[config.mk]
export PLATFORM = sky130hd
export DESIGN_NAME = magic_sync_frame_deframer_crc32_flat
export DESIGN_NICKNAME = d
export VERILOG_FILES = /design/src/sv/msfd_pkg.sv /design/src/sv/msfd_if.sv /design/src/sv/magic_sync_frame_deframer_crc32.sv /design/src/flat_wrapper.sv
export SDC_FILE = /design/constraint.sdc
export NUM_CORES = 1
export LEC_CHECK = 0
export BUFFER_PORTS_ARGS = -buffer_cell sky130_fd_sc_hd__buf_2
export CAP_MARGIN = 20
export CORE_UTILIZATION = 63
export DETAILED_ROUTE_END_ITERATION = 8
export HOLD_SLACK_MARGIN = 0.06
export PLACE_DENSITY_LB_ADDON = 0.12
export SLEW_MARGIN = 20
export SYNTH_ARGS = -nofsm -noshare
export SYNTH_HDL_FRONTEND = slang
export SYNTH_SLANG_ARGS = --single-unit
export TNS_END_PERCENT = 50
[constraint.sdc]
create_clock -name clock -period 6.45 [get_ports clock]
set_input_delay 0.9675 -clock clock [delete_from_list [all_inputs] [get_ports clock]]
set_output_delay 0.9675 -clock clock [all_outputs]
set_load 0.1 [all_outputs]
[src/sv/msfd_pkg.sv]
// package: phase and event codes, magic bytes and crc-32 nibble table for the deframer
package msfd_pkg;

   typedef enum logic [2:0] {
      PH_HUNT    = 3'd0,
      PH_TYPE    = 3'd1,
      PH_FLAGS   = 3'd2,
      PH_LEN0    = 3'd3,
      PH_LEN1    = 3'd4,
      PH_PAYLOAD = 3'd5,
      PH_CRC     = 3'd6
   } phase_type;

   typedef enum logic [2:0] {
      EV_NONE     = 3'd0,
      EV_FRAME    = 3'd1,
      EV_BADFLAGS = 3'd2,
      EV_BADLEN   = 3'd3,
      EV_BADCRC   = 3'd4
   } event_type;

   localparam int unsigned MAGIC_LEN = 4;
   localparam logic [7:0] MAGIC_SEQ [MAGIC_LEN] = '{8'hA5, 8'h48, 8'h58, 8'h44};

   localparam logic [15:0] MAX_PAYLOAD_RESET = 16'd4096;
   localparam logic [31:0] CRC_INIT = 32'hFFFF_FFFF;
   localparam int unsigned CSR_AW = 3;
   localparam int unsigned CSR_DW = 32;
   localparam logic [0:0] REG_MAX_PAYLOAD = 1'b0;

   localparam logic [31:0] NIB_TAB [16] = '{
      32'h00000000, 32'h1DB71064, 32'h3B6E20C8, 32'h26D930AC,
      32'h76DC4190, 32'h6B6B51F4, 32'h4DB26158, 32'h5005713C,
      32'hEDB88320, 32'hF00F9344, 32'hD6D6A3E8, 32'hCB61B38C,
      32'h9B64C2B0, 32'h86D3D2D4, 32'hA00AE278, 32'hBDBDF21C
   };

   function automatic logic [31:0] crc_byte(input logic [31:0] c, input logic [7:0] v);
      logic [31:0] t;
      t = c ^ {24'd0, v};
      t = (t >> 4) ^ NIB_TAB[t[3:0]];
      t = (t >> 4) ^ NIB_TAB[t[3:0]];
      return t;
   endfunction

endpackage

[src/sv/msfd_if.sv]
// interfaces: received byte channel and result channel
interface msfd_req_if;
   logic       valid;
   logic       ready;
   logic [7:0] rx_byte;

   modport source (output valid, output rx_byte, input ready);
   modport sink   (input valid, input rx_byte, output ready);
endinterface

interface msfd_rsp_if;
   logic                 valid;
   logic                 ready;
   msfd_pkg::event_type  event_res;
   logic [7:0]           frame_type;
   logic [15:0]          frame_length;
   logic                 payload_valid;
   logic [7:0]           payload_byte;
   logic [15:0]          payload_index;

   modport source (output valid, output event_res, output frame_type, output frame_length,
                   output payload_valid, output payload_byte, output payload_index,
                   input ready);
   modport sink   (input valid, input event_res, input frame_type, input frame_length,
                   input payload_valid, input payload_byte, input payload_index,
                   output ready);
endinterface

[src/sv/magic_sync_frame_deframer_crc32.sv]
// top level: magic-sync frame deframer with crc-32 check, one received byte per item
//
//  channel  direction  contents
//  req      in         rx_byte
//  rsp      out        event_res, frame_type, frame_length, payload_valid/byte/index
//  csr      in (apb)   max_payload at byte address 0
//
//  one item per cycle sustained unless rsp stalls; path: input register, then result register
//  the parse step and one crc byte update (two nibble lookups) sit between the registers
//  rsp stall holds the result register; the input register takes one more item, then req stalls
//  synchronous active-high reset returns to hunting with max_payload 4096
module magic_sync_frame_deframer_crc32 (
   input  logic                           clock,
   input  logic                           reset,
   msfd_req_if.sink                       req,
   msfd_rsp_if.source                     rsp,
   input  logic                           csr_psel,
   input  logic                           csr_penable,
   input  logic                           csr_pwrite,
   input  logic [msfd_pkg::CSR_AW-1:0]    csr_paddr,
   input  logic [msfd_pkg::CSR_DW-1:0]    csr_pwdata,
   output logic [msfd_pkg::CSR_DW-1:0]    csr_prdata,
   output logic                           csr_pready
);
   import msfd_pkg::*;

   logic        in_valid_ff;
   logic [7:0]  in_byte_ff;
   logic        out_valid_ff;
   event_type   out_event_ff, event_in;
   logic [7:0]  out_type_ff;
   logic [15:0] out_length_ff;
   logic        out_pv_ff, pv_in;
   logic [7:0]  out_pb_ff, pb_in;
   logic [15:0] out_pi_ff, pi_in;

   logic [15:0] max_payload_ff;
   phase_type   phase_ff, phase_in;
   logic [1:0]  magic_ff, magic_in;
   logic [7:0]  type_ff, type_in;
   logic [15:0] length_ff, length_in;
   logic [15:0] count_ff, count_in;
   logic [31:0] crc_ff, crc_in;
   logic [31:0] wire_ff, wire_in;
   logic [1:0]  seen_ff, seen_in;

   logic        advance;
   logic [31:0] crc_step;
   logic [15:0] len_full;
   logic [15:0] count_next;
   logic [31:0] wire_full;

   assign advance    = in_valid_ff && (!out_valid_ff || rsp.ready);
   assign req.ready  = !in_valid_ff || advance;
   assign csr_pready = 1'b1;
   assign csr_prdata = {{(CSR_DW-16){1'b0}}, max_payload_ff};

   assign crc_step   = crc_byte((phase_ff == PH_TYPE) ? CRC_INIT : crc_ff, in_byte_ff);
   assign len_full   = {in_byte_ff, length_ff[7:0]};
   assign count_next = count_ff + 16'd1;
   assign wire_full  = wire_ff | ({24'd0, in_byte_ff} << {seen_ff, 3'b000});

   always_comb begin
      phase_in  = phase_ff;
      magic_in  = magic_ff;
      type_in   = type_ff;
      length_in = length_ff;
      count_in  = count_ff;
      crc_in    = crc_ff;
      wire_in   = wire_ff;
      seen_in   = seen_ff;
      event_in  = EV_NONE;
      pv_in     = 1'b0;
      pb_in     = 8'd0;
      pi_in     = 16'd0;
      case (phase_ff)
         PH_HUNT: begin
            if (in_byte_ff == MAGIC_SEQ[magic_ff]) begin
               magic_in = magic_ff + 2'd1;
               if (magic_ff == 2'd3) begin
                  phase_in = PH_TYPE;
               end
            end else begin
               magic_in = (in_byte_ff == MAGIC_SEQ[0]) ? 2'd1 : 2'd0;
            end
         end
         PH_TYPE: begin
            type_in  = in_byte_ff;
            crc_in   = crc_step;
            phase_in = PH_FLAGS;
         end
         PH_FLAGS: begin
            crc_in = crc_step;
            if (in_byte_ff != 8'd0) begin
               phase_in = PH_HUNT;
               magic_in = 2'd0;
               event_in = EV_BADFLAGS;
            end else begin
               phase_in = PH_LEN0;
            end
         end
         PH_LEN0: begin
            crc_in    = crc_step;
            length_in = {8'd0, in_byte_ff};
            phase_in  = PH_LEN1;
         end
         PH_LEN1: begin
            crc_in    = crc_step;
            length_in = len_full;
            if (len_full > max_payload_ff) begin
               phase_in = PH_HUNT;
               magic_in = 2'd0;
               event_in = EV_BADLEN;
            end else begin
               count_in = 16'd0;
               seen_in  = 2'd0;
               wire_in  = 32'd0;
               phase_in = (len_full == 16'd0) ? PH_CRC : PH_PAYLOAD;
            end
         end
         PH_PAYLOAD: begin
            pv_in    = 1'b1;
            pb_in    = in_byte_ff;
            pi_in    = count_ff;
            crc_in   = crc_step;
            count_in = count_next;
            if (count_next == 16'd0 || count_next >= length_ff) begin
               phase_in = PH_CRC;
            end
         end
         PH_CRC: begin
            wire_in = wire_full;
            seen_in = seen_ff + 2'd1;
            if (seen_ff == 2'd3) begin
               phase_in = PH_HUNT;
               magic_in = 2'd0;
               event_in = (wire_full == ~crc_ff) ? EV_FRAME : EV_BADCRC;
            end
         end
         default: begin
            phase_in = PH_HUNT;
            magic_in = 2'd0;
         end
      endcase
   end

   always_ff @(posedge clock) begin
      if (reset) begin
         in_valid_ff    <= 1'b0;
         out_valid_ff   <= 1'b0;
         max_payload_ff <= MAX_PAYLOAD_RESET;
         phase_ff       <= PH_HUNT;
         magic_ff       <= 2'd0;
         type_ff        <= 8'd0;
         length_ff      <= 16'd0;
         count_ff       <= 16'd0;
         crc_ff         <= CRC_INIT;
         wire_ff        <= 32'd0;
         seen_ff        <= 2'd0;
      end else begin
         if (req.ready) begin
            in_valid_ff <= req.valid;
         end
         if (advance) begin
            out_valid_ff <= 1'b1;
         end else if (rsp.ready) begin
            out_valid_ff <= 1'b0;
         end
         if (csr_psel && csr_penable && csr_pwrite && csr_paddr[2] == REG_MAX_PAYLOAD) begin
            max_payload_ff <= csr_pwdata[15:0];
         end
         if (advance) begin
            phase_ff  <= phase_in;
            magic_ff  <= magic_in;
            type_ff   <= type_in;
            length_ff <= length_in;
            count_ff  <= count_in;
            crc_ff    <= crc_in;
            wire_ff   <= wire_in;
            seen_ff   <= seen_in;
         end
      end
   end

   always_ff @(posedge clock) begin
      if (req.ready && req.valid) begin
         in_byte_ff <= req.rx_byte;
      end
      if (advance) begin
         out_event_ff  <= event_in;
         out_type_ff   <= type_in;
         out_length_ff <= length_in;
         out_pv_ff     <= pv_in;
         out_pb_ff     <= pb_in;
         out_pi_ff     <= pi_in;
      end
   end

   assign rsp.valid         = out_valid_ff;
   assign rsp.event_res     = out_event_ff;
   assign rsp.frame_type    = out_type_ff;
   assign rsp.frame_length  = out_length_ff;
   assign rsp.payload_valid = out_pv_ff;
   assign rsp.payload_byte  = out_pb_ff;
   assign rsp.payload_index = out_pi_ff;

   a_payload_no_event: assert property (@(posedge clock) disable iff (reset)
      rsp.valid && rsp.payload_valid |-> rsp.event_res == EV_NONE)
      else $error("payload item carries an event");

   a_event_to_hunt: assert property (@(posedge clock) disable iff (reset)
      advance && event_in != EV_NONE |=> phase_ff == PH_HUNT && magic_ff == 2'd0)
      else $error("frame event without return to hunting");

   a_magic_only_hunting: assert property (@(posedge clock) disable iff (reset)
      phase_ff != PH_HUNT |-> magic_ff == 2'd0)
      else $error("magic match count outside hunting");

   a_payload_bounds: assert property (@(posedge clock) disable iff (reset)
      phase_ff == PH_PAYLOAD |-> length_ff != 16'd0 && count_ff < length_ff)
      else $error("payload count out of range");

   a_crc_seen_phase: assert property (@(posedge clock) disable iff (reset)
      seen_ff != 2'd0 |-> phase_ff == PH_CRC)
      else $error("crc byte count outside crc phase");

   a_result_held: assert property (@(posedge clock) disable iff (reset)
      out_valid_ff && !rsp.ready |=> out_valid_ff && $stable(out_event_ff))
      else $error("stalled result overwritten");

endmodule
[src/flat_wrapper.sv]
// flat-port wrapper written by rule: the top's interface ports become plain ports
module magic_sync_frame_deframer_crc32_flat import msfd_pkg::*;
  (clock, reset, csr_psel, csr_penable, csr_pwrite, csr_paddr, csr_pwdata, csr_prdata, csr_pready, req_valid, req_rx_byte, req_ready, rsp_valid, rsp_event_res, rsp_frame_type, rsp_frame_length, rsp_payload_valid, rsp_payload_byte, rsp_payload_index, rsp_ready);
  msfd_req_if req_i ();
  msfd_rsp_if rsp_i ();
  input  logic clock;
  input  logic reset;
  input  logic csr_psel;
  input  logic csr_penable;
  input  logic csr_pwrite;
  input  logic [msfd_pkg::CSR_AW-1:0] csr_paddr;
  input  logic [msfd_pkg::CSR_DW-1:0] csr_pwdata;
  output logic [msfd_pkg::CSR_DW-1:0] csr_prdata;
  output logic csr_pready;
  input wire logic [$bits(req_i.valid)-1:0] req_valid;
  input wire logic [$bits(req_i.rx_byte)-1:0] req_rx_byte;
  output wire logic [$bits(req_i.ready)-1:0] req_ready;
  output wire logic [$bits(rsp_i.valid)-1:0] rsp_valid;
  output wire logic [$bits(rsp_i.event_res)-1:0] rsp_event_res;
  output wire logic [$bits(rsp_i.frame_type)-1:0] rsp_frame_type;
  output wire logic [$bits(rsp_i.frame_length)-1:0] rsp_frame_length;
  output wire logic [$bits(rsp_i.payload_valid)-1:0] rsp_payload_valid;
  output wire logic [$bits(rsp_i.payload_byte)-1:0] rsp_payload_byte;
  output wire logic [$bits(rsp_i.payload_index)-1:0] rsp_payload_index;
  input wire logic [$bits(rsp_i.ready)-1:0] rsp_ready;
  assign req_i.valid = req_valid;
  assign req_i.rx_byte = req_rx_byte;
  assign req_ready = req_i.ready;
  assign rsp_valid = rsp_i.valid;
  assign rsp_event_res = rsp_i.event_res;
  assign rsp_frame_type = rsp_i.frame_type;
  assign rsp_frame_length = rsp_i.frame_length;
  assign rsp_payload_valid = rsp_i.payload_valid;
  assign rsp_payload_byte = rsp_i.payload_byte;
  assign rsp_payload_index = rsp_i.payload_index;
  assign rsp_i.ready = rsp_ready;
  magic_sync_frame_deframer_crc32 u_core (.clock(clock), .reset(reset), .req(req_i), .rsp(rsp_i), .csr_psel(csr_psel), .csr_penable(csr_penable), .csr_pwrite(csr_pwrite), .csr_paddr(csr_paddr), .csr_pwdata(csr_pwdata), .csr_prdata(csr_prdata), .csr_pready(csr_pready));
endmodule
==> results of run 1 <==
-- power by group --
| group | internal [uW] | total (uW) | switching (uW) |
|---|---|---|---|
| Combinational | 77.3 | 355 | 278 |
| Sequential | 1250 | 1270 | 19.2 |
| Clock | 691 | 1150 | 461 |
-- metrics by stage --
| stage | power [uW] | worst slack, ns | std cells | instance area [um^2] |
|---|---|---|---|---|
| 6_report | 2780 | 2.64 | 1423 | 11200 |
| 3_5_place_dp | 1650 | 2.71 | 1391 | 10600 |
| 5_1_grt | 2850 | 2.52 | 1423 | 11200 |
| 2_1_floorplan | 1590 | 2.62 | 1164 | 10200 |
| 4_1_cts | 2770 | 2.72 | 1423 | 11200 |
| 3_3_place_gp | 1640 | 2.69 | 1391 | 10600 |
-- routing by layer --
metal | vias to the layer above | share of wire | global-route usage
met3 | 50 | 0.068 | 0.0528
met2 | 398 | 0.48 | 0.517
met1 | 4021 | 0.43 | 0.397
li1 | 4030 | - | -
met4 | 0 | 0.021 | 0.115
met5 | - | 0 | 0
-- state kept, by name, indices dropped and copies added (netlist names), 2 cells and up --
signal / cells
u_core.rsp.event_res: 3
u_core.max_payload_ff: 16
u_core.crc_ff: 32
u_core.phase_ff: 3
u_core.rsp.payload_index: 16
u_core.length_ff: 16
u_core.count_ff: 16
u_core.wire_ff: 32
u_core.rsp.payload_byte: 8
u_core.type_ff: 8
u_core.rsp.frame_type: 8
u_core.seen_ff: 2
u_core.in_byte_ff: 8
u_core.rsp.frame_length: 16
u_core.magic_ff: 2
-- final timing paths --
kind                                         start                               endpoint  slack [ns]  cells after the start
min          u_core.max_payload_ff[4]$_SDFFE_PP0P_  u_core.max_payload_ff[4]$_SDFFE_PP0P_        0.47                      2
max reg2reg        u_core.phase_ff[0]$_SDFFE_PP0P_         u_core.crc_ff[20]$_SDFFE_PP1P_        2.64                      7
min reg2reg  u_core.max_payload_ff[4]$_SDFFE_PP0P_  u_core.max_payload_ff[4]$_SDFFE_PP0P_        0.47                      2
max                u_core.phase_ff[0]$_SDFFE_PP0P_         u_core.crc_ff[20]$_SDFFE_PP1P_        2.64                      7
-- cells in the mapped netlist, drive strengths merged, types with 29 or more instances --
library cell	instances	area share
a21oi	98	0.049
a22oi	30	0.022
and2	29	0.018
clkbuf	73	0.027
dfxtp	129	0.26
edfxtp	60	0.18
ha	39	0.048
inv	43	0.016
nand2	153	0.057
nor2	101	0.038
nor3	31	0.015
xnor2	66	0.057
xor2	61	0.053
-- cell families after synthesis --
logic type | Yosys count
AO/OA/AOI/OAI | 222
XOR/XNOR | 129
adder cells (fa/ha/maj) | 39
buffers and inverters | 145
flip-flops | 189
multiplexers | 10
other | 2
AND/OR/NAND/NOR | 413
-- final cells by class --
cell class	count	area [um^2]
clock buffers	19	433
clock inverters	13	211
fillers	1218	4180
inverters	46	173
multi-input cells	830	5170
flip-flops and latches	189	4380
well taps	211	264
repair buffers	115	611
-- critical path: stages (launching register included) --
cell      delay (ns)
dfxtp_1         0.78
or3b_1          0.73
a211oi_4        0.57
xor3_2          0.52
xnor3_1         0.42
xnor2_1         0.35
xor2_1          0.19
o211ai_1        0.09
==> metrics.yaml, run 1 <==
status: "completed"
grt_overflow: 0
n_antenna_cell: 0
synth_top_family_by_area: "simple AND/OR/NAND/NOR gates"
antenna_found_initial: 0
ir_worst_vdd_v: 0.000186
post_cts_resized: 0
dp_hpwl_um: 15900
cts_max_level: 4
cts-buffers-inserted: 17
cts_root_buffer: "clkbuf_16"
io_buffers: 101
ys.flop_type: "dfxtp_1"
power.leakage_uw: 0.00441
synth_cell_type_count: 60
drt-pass1-iter-count: 6
arrival_ns: 4.11
cp-start-kind: "flop"
clk_pin_slew_ns: 0.07
grt_max_degree: 58
via_count: 8499
die_w_um: 129
grt_usage: 0.307
async_reset_ff_frac: 0
drt_wl_total_um: 24600
maxCapViolCount: 0
cts_hold_buf: 0
finalCriticalPeriod_ns: 3.81
hold_violations: 0
syn_inst: 1149
drtIter0Drc: 836
max_freq_mhz: 263
gp_congestion: 0.910
area_delta_synth_final_pct: 11.2
relSlewSlack: 0.273
synth_xor_area_frac: 0.115
core_um2: 15400
cts_tree: "yes"
synth_enable_flop_cells: 60
cp_max_fo: 21
worstMarginPinSlew_ns: 1.09
start_util: 0.655
core.rowCount: 45
yosys.area_share.simple: 0.190
cts_sinks: 189
via_per_inst: 5.97
criticalPathCategory: "reg2reg"
post-cts-setup-buffers: 0
io_pins: 137
rsz0062_at_grt: "no"
setup-violations-final: 0
dieArea_um2: 16600
ant_nets: 0
drc: 0
fin_skew_ns: 0.00964
setup_tns_ns: 0
fin_nets: 1288
wl_per_cell_um: 17.3
critPathRequiredTime_ns: 6.75
cellPowerDensity_nw_per_um2: 247
syn_area_um2: 10100
grt_pass1_wl_um: 39600
clock_latency_ns: 0.43
grt_pass1_vias: 7828
muxShareOfSynthArea: 0.0109
final_common_cell: "nand2_1"
synth-seq-area-share: 0.434
end_kind: "flop"
hold_class: "reg2reg"
whs_ns: 0.473
final_util: 0.729
maxSlewViolCount: 0
yosys_warnings: 0
drive_gt1_frac: 0.137
avgSynthCellArea_um2: 8.80
synth_adder_area_share: 0.0483
synth_seq_cells: 189
synth_compound_area_frac: 0.141
clockBufferDepth: 2
die_y_um: 129
final.period_utilization: 0.590
layout_common_cells: "nand2_1 (153), dfxtp_1 (129), nor2_1 (101), buf_2 (101), a21oi_1 (98)"
Note: power is estimated with default switching activity, not from simulation.
==> inputs of run 2 (changes only) <==
--- a/config.mk
+++ b/config.mk
@@ -7,7 +7,7 @@
 export LEC_CHECK = 0
 export BUFFER_PORTS_ARGS = -buffer_cell sky130_fd_sc_hd__buf_2
 export CAP_MARGIN = 20
-export CORE_UTILIZATION = 63
+export CORE_UTILIZATION = 53
 export DETAILED_ROUTE_END_ITERATION = 8
 export HOLD_SLACK_MARGIN = 0.06
 export PLACE_DENSITY_LB_ADDON = 0.12
==> constraint.sdc (replaced) <==
create_clock -name clock -period 3.15 [get_ports clock]
set_input_delay 0.4725 -clock clock [delete_from_list [all_inputs] [get_ports clock]]
set_output_delay 0.4725 -clock clock [all_outputs]
set_load 0.1 [all_outputs]
==> run 2 against run 1 <==
The flow now finishes with violations (DRC). Global-route usage is 4.3 points lower. Power is 100% higher. Fmax is 28% higher. Sequential power is 100% higher. Clock power is 97% higher. Setup slack worse by 2.5 ns. Critical endpoint is now u_core.phase_ff[0]$_SDFFE_PP0P_.
==> metrics.yaml, run 2 (synthesis results as in run 1) <==
status: "finished with violations"
violations: "DRC"
drive_gt1_frac: 0.175
worst-path-buf-inv: 1
worstMarginPinSlew_ns: 0.969
end_kind: "flop"
core_um2: 18700
core.rowCount: 50
cts_sinks: 189
die_w_um: 140
via_count: 8362
area_delta_synth_final_pct: 14.6
grt_usage: 0.265
grt_overflow: 0
path_delay_family: "simple AND/OR/NAND/NOR gates"
finalCriticalPeriod_ns: 2.99
cts_tree: "yes"
rsz0062_at_grt: "yes"
drt-pass1-iter-count: 7
ant_nets: 0
wl_per_cell_um: 17.0
final.period_utilization: 0.948
antenna_found_initial: 0
drt_wl_total_um: 25200
reg_top3: "u_core.crc_ff: 32 flops, u_core.wire_ff: 32 flops"
cts-buffers-inserted: 17
total_power_uw: 5600
power.leakage_uw: 0.00464
cp_max_fo: 7
fin_nets: 1329
ir_worst_vdd_v: 0.000374
cellPowerDensity_nw_per_um2: 483
gp_congestion: 0.867
cp-start-kind: "flop"
max_stage_delay_ns: 0.36
maxSlewViolCount: 0
grt_max_degree: 42
drc: 1
criticalPathCategory: "reg2reg"
grt_pass1_wl_um: 40900
hold_violations: 0
io_pins: 137
dieArea_um2: 19600
die_y_um: 140
via_per_inst: 5.62
start_util: 0.540
whs_ns: 0.213
n_antenna_cell: 0
io_buffers: 101
maxCapViolCount: 0
arrival_ns: 3.31
fin_skew_ns: 0.0119
cts_hold_buf: 0
final_common_cell: "nand2_1"
max_freq_mhz: 335
cts_root_buffer: "clkbuf_16"
dp_hpwl_um: 17300
fillers: 1584
setup-violations-final: 0
cp_slowest_cell: "dfxtp_2"
hold_class: "in2reg"
clk_pin_slew_ns: 0.07
drtIter0Drc: 561
clock_latency_ns: 0.44
grt_pass1_vias: 7805
relSlewSlack: 0.352
layout_common_cells: "nand2_1 (153), dfxtp_1 (124), nor2_1 (101), buf_2 (100), a21oi_1 (98)"
critPathRequiredTime_ns: 3.47
clockBufferDepth: 2
cts_max_level: 4
cp_cell_sequence: "ha_1 -> and4_2 -> and3_1 -> xnor2_1 -> inv_1 -> ha_1 -> a21o_1 -> a21o_1 -> a211oi_1 -> o31ai_1 -> nor2b_2 -> or2_2 -> mux2i_1"
-- run 2: cell count changes in the layout (fill, tap and decap cells not counted), moves of 2 or more --
cell	change
bufinv_16	-3
clkinv_8	+2
clkinvlp_4	-3
dfxtp_1	-5
buf_4	+42
dfxtp_2	+5
inv_8	+5
clkbuf_1	-2
-- run 2: final cells by class --
| class | count | area, um^2 | area share |
|---|---|---|---|
| clock buffer | 17 | 425 | 0.0367 |
| inverter | 46 | 173 | 0.0149 |
| tap | 234 | 293 | 0.0253 |
| sequential | 189 | 4390 | 0.379 |
| multi-input combinational | 830 | 5190 | 0.448 |
| timing repair buffer | 156 | 921 | 0.0795 |
| clock inverter | 15 | 196 | 0.0170 |
-- run 2: metal layers --
| metal | global-route usage | part of all wire | vias up |
|---|---|---|---|
| li1 | - | - | 4113 |
| met1 | 0.355 | 0.46 | 3988 |
| met2 | 0.442 | 0.48 | 229 |
| met3 | 0.0407 | 0.049 | 32 |
| met4 | 0.0752 | 0.017 | 0 |
| met5 | 0 | 0 | - |
-- run 2: what timing repair did --
| action | 4_1_cts | 5_1_grt |
|---|---|---|
| setup endpoints to repair | 0 | 5 |
| resized for setup | 0 | 11 |
| buffers inserted | 0 | 0 |
-- run 2: report_power, final --
group / internal [uW] / switching, uW
combinational: 176 / 594
sequential: 2550 / 16.5
clock: 1220 / 1040
total: 3950 / 1650
-- run 2: path summary, 6_finish.rpt --
kind / startpoint / to / slack, ns / depth (start not counted)
worst min-delay path: req_rx_byte[3] / u_core.in_byte_ff[3]$_DFFE_PP_ / 0.21 / 1
worst min register to register: u_core.max_payload_ff[14]$_SDFFE_PP0P_ / u_core.max_payload_ff[14]$_SDFFE_PP0P_ / 0.47 / 2
worst max-delay path: u_core.count_ff[0]$_SDFFE_PP0P_ / u_core.phase_ff[0]$_SDFFE_PP0P_ / 0.16 / 13
worst max register to register: u_core.count_ff[0]$_SDFFE_PP0P_ / u_core.phase_ff[0]$_SDFFE_PP0P_ / 0.16 / 13
-- run 2: metrics by stage --
stage | TNS [ns] | instance area, um^2 | std cells | worst slack [ns] | utilization
2_1_floorplan | -0.960 | 10200 | 1164 | -0.0977 | -
3_3_place_gp | 0 | 10900 | 1455 | 0.136 | 0.585
3_5_place_dp | 0 | 10900 | 1455 | 0.0913 | 0.585
4_1_cts | 0 | 11600 | 1487 | 0.0529 | 0.618
5_1_grt | -0.0229 | 11600 | 1487 | -0.0198 | 0.620
6_report | 0 | 11600 | 1487 | 0.164 | 0.620
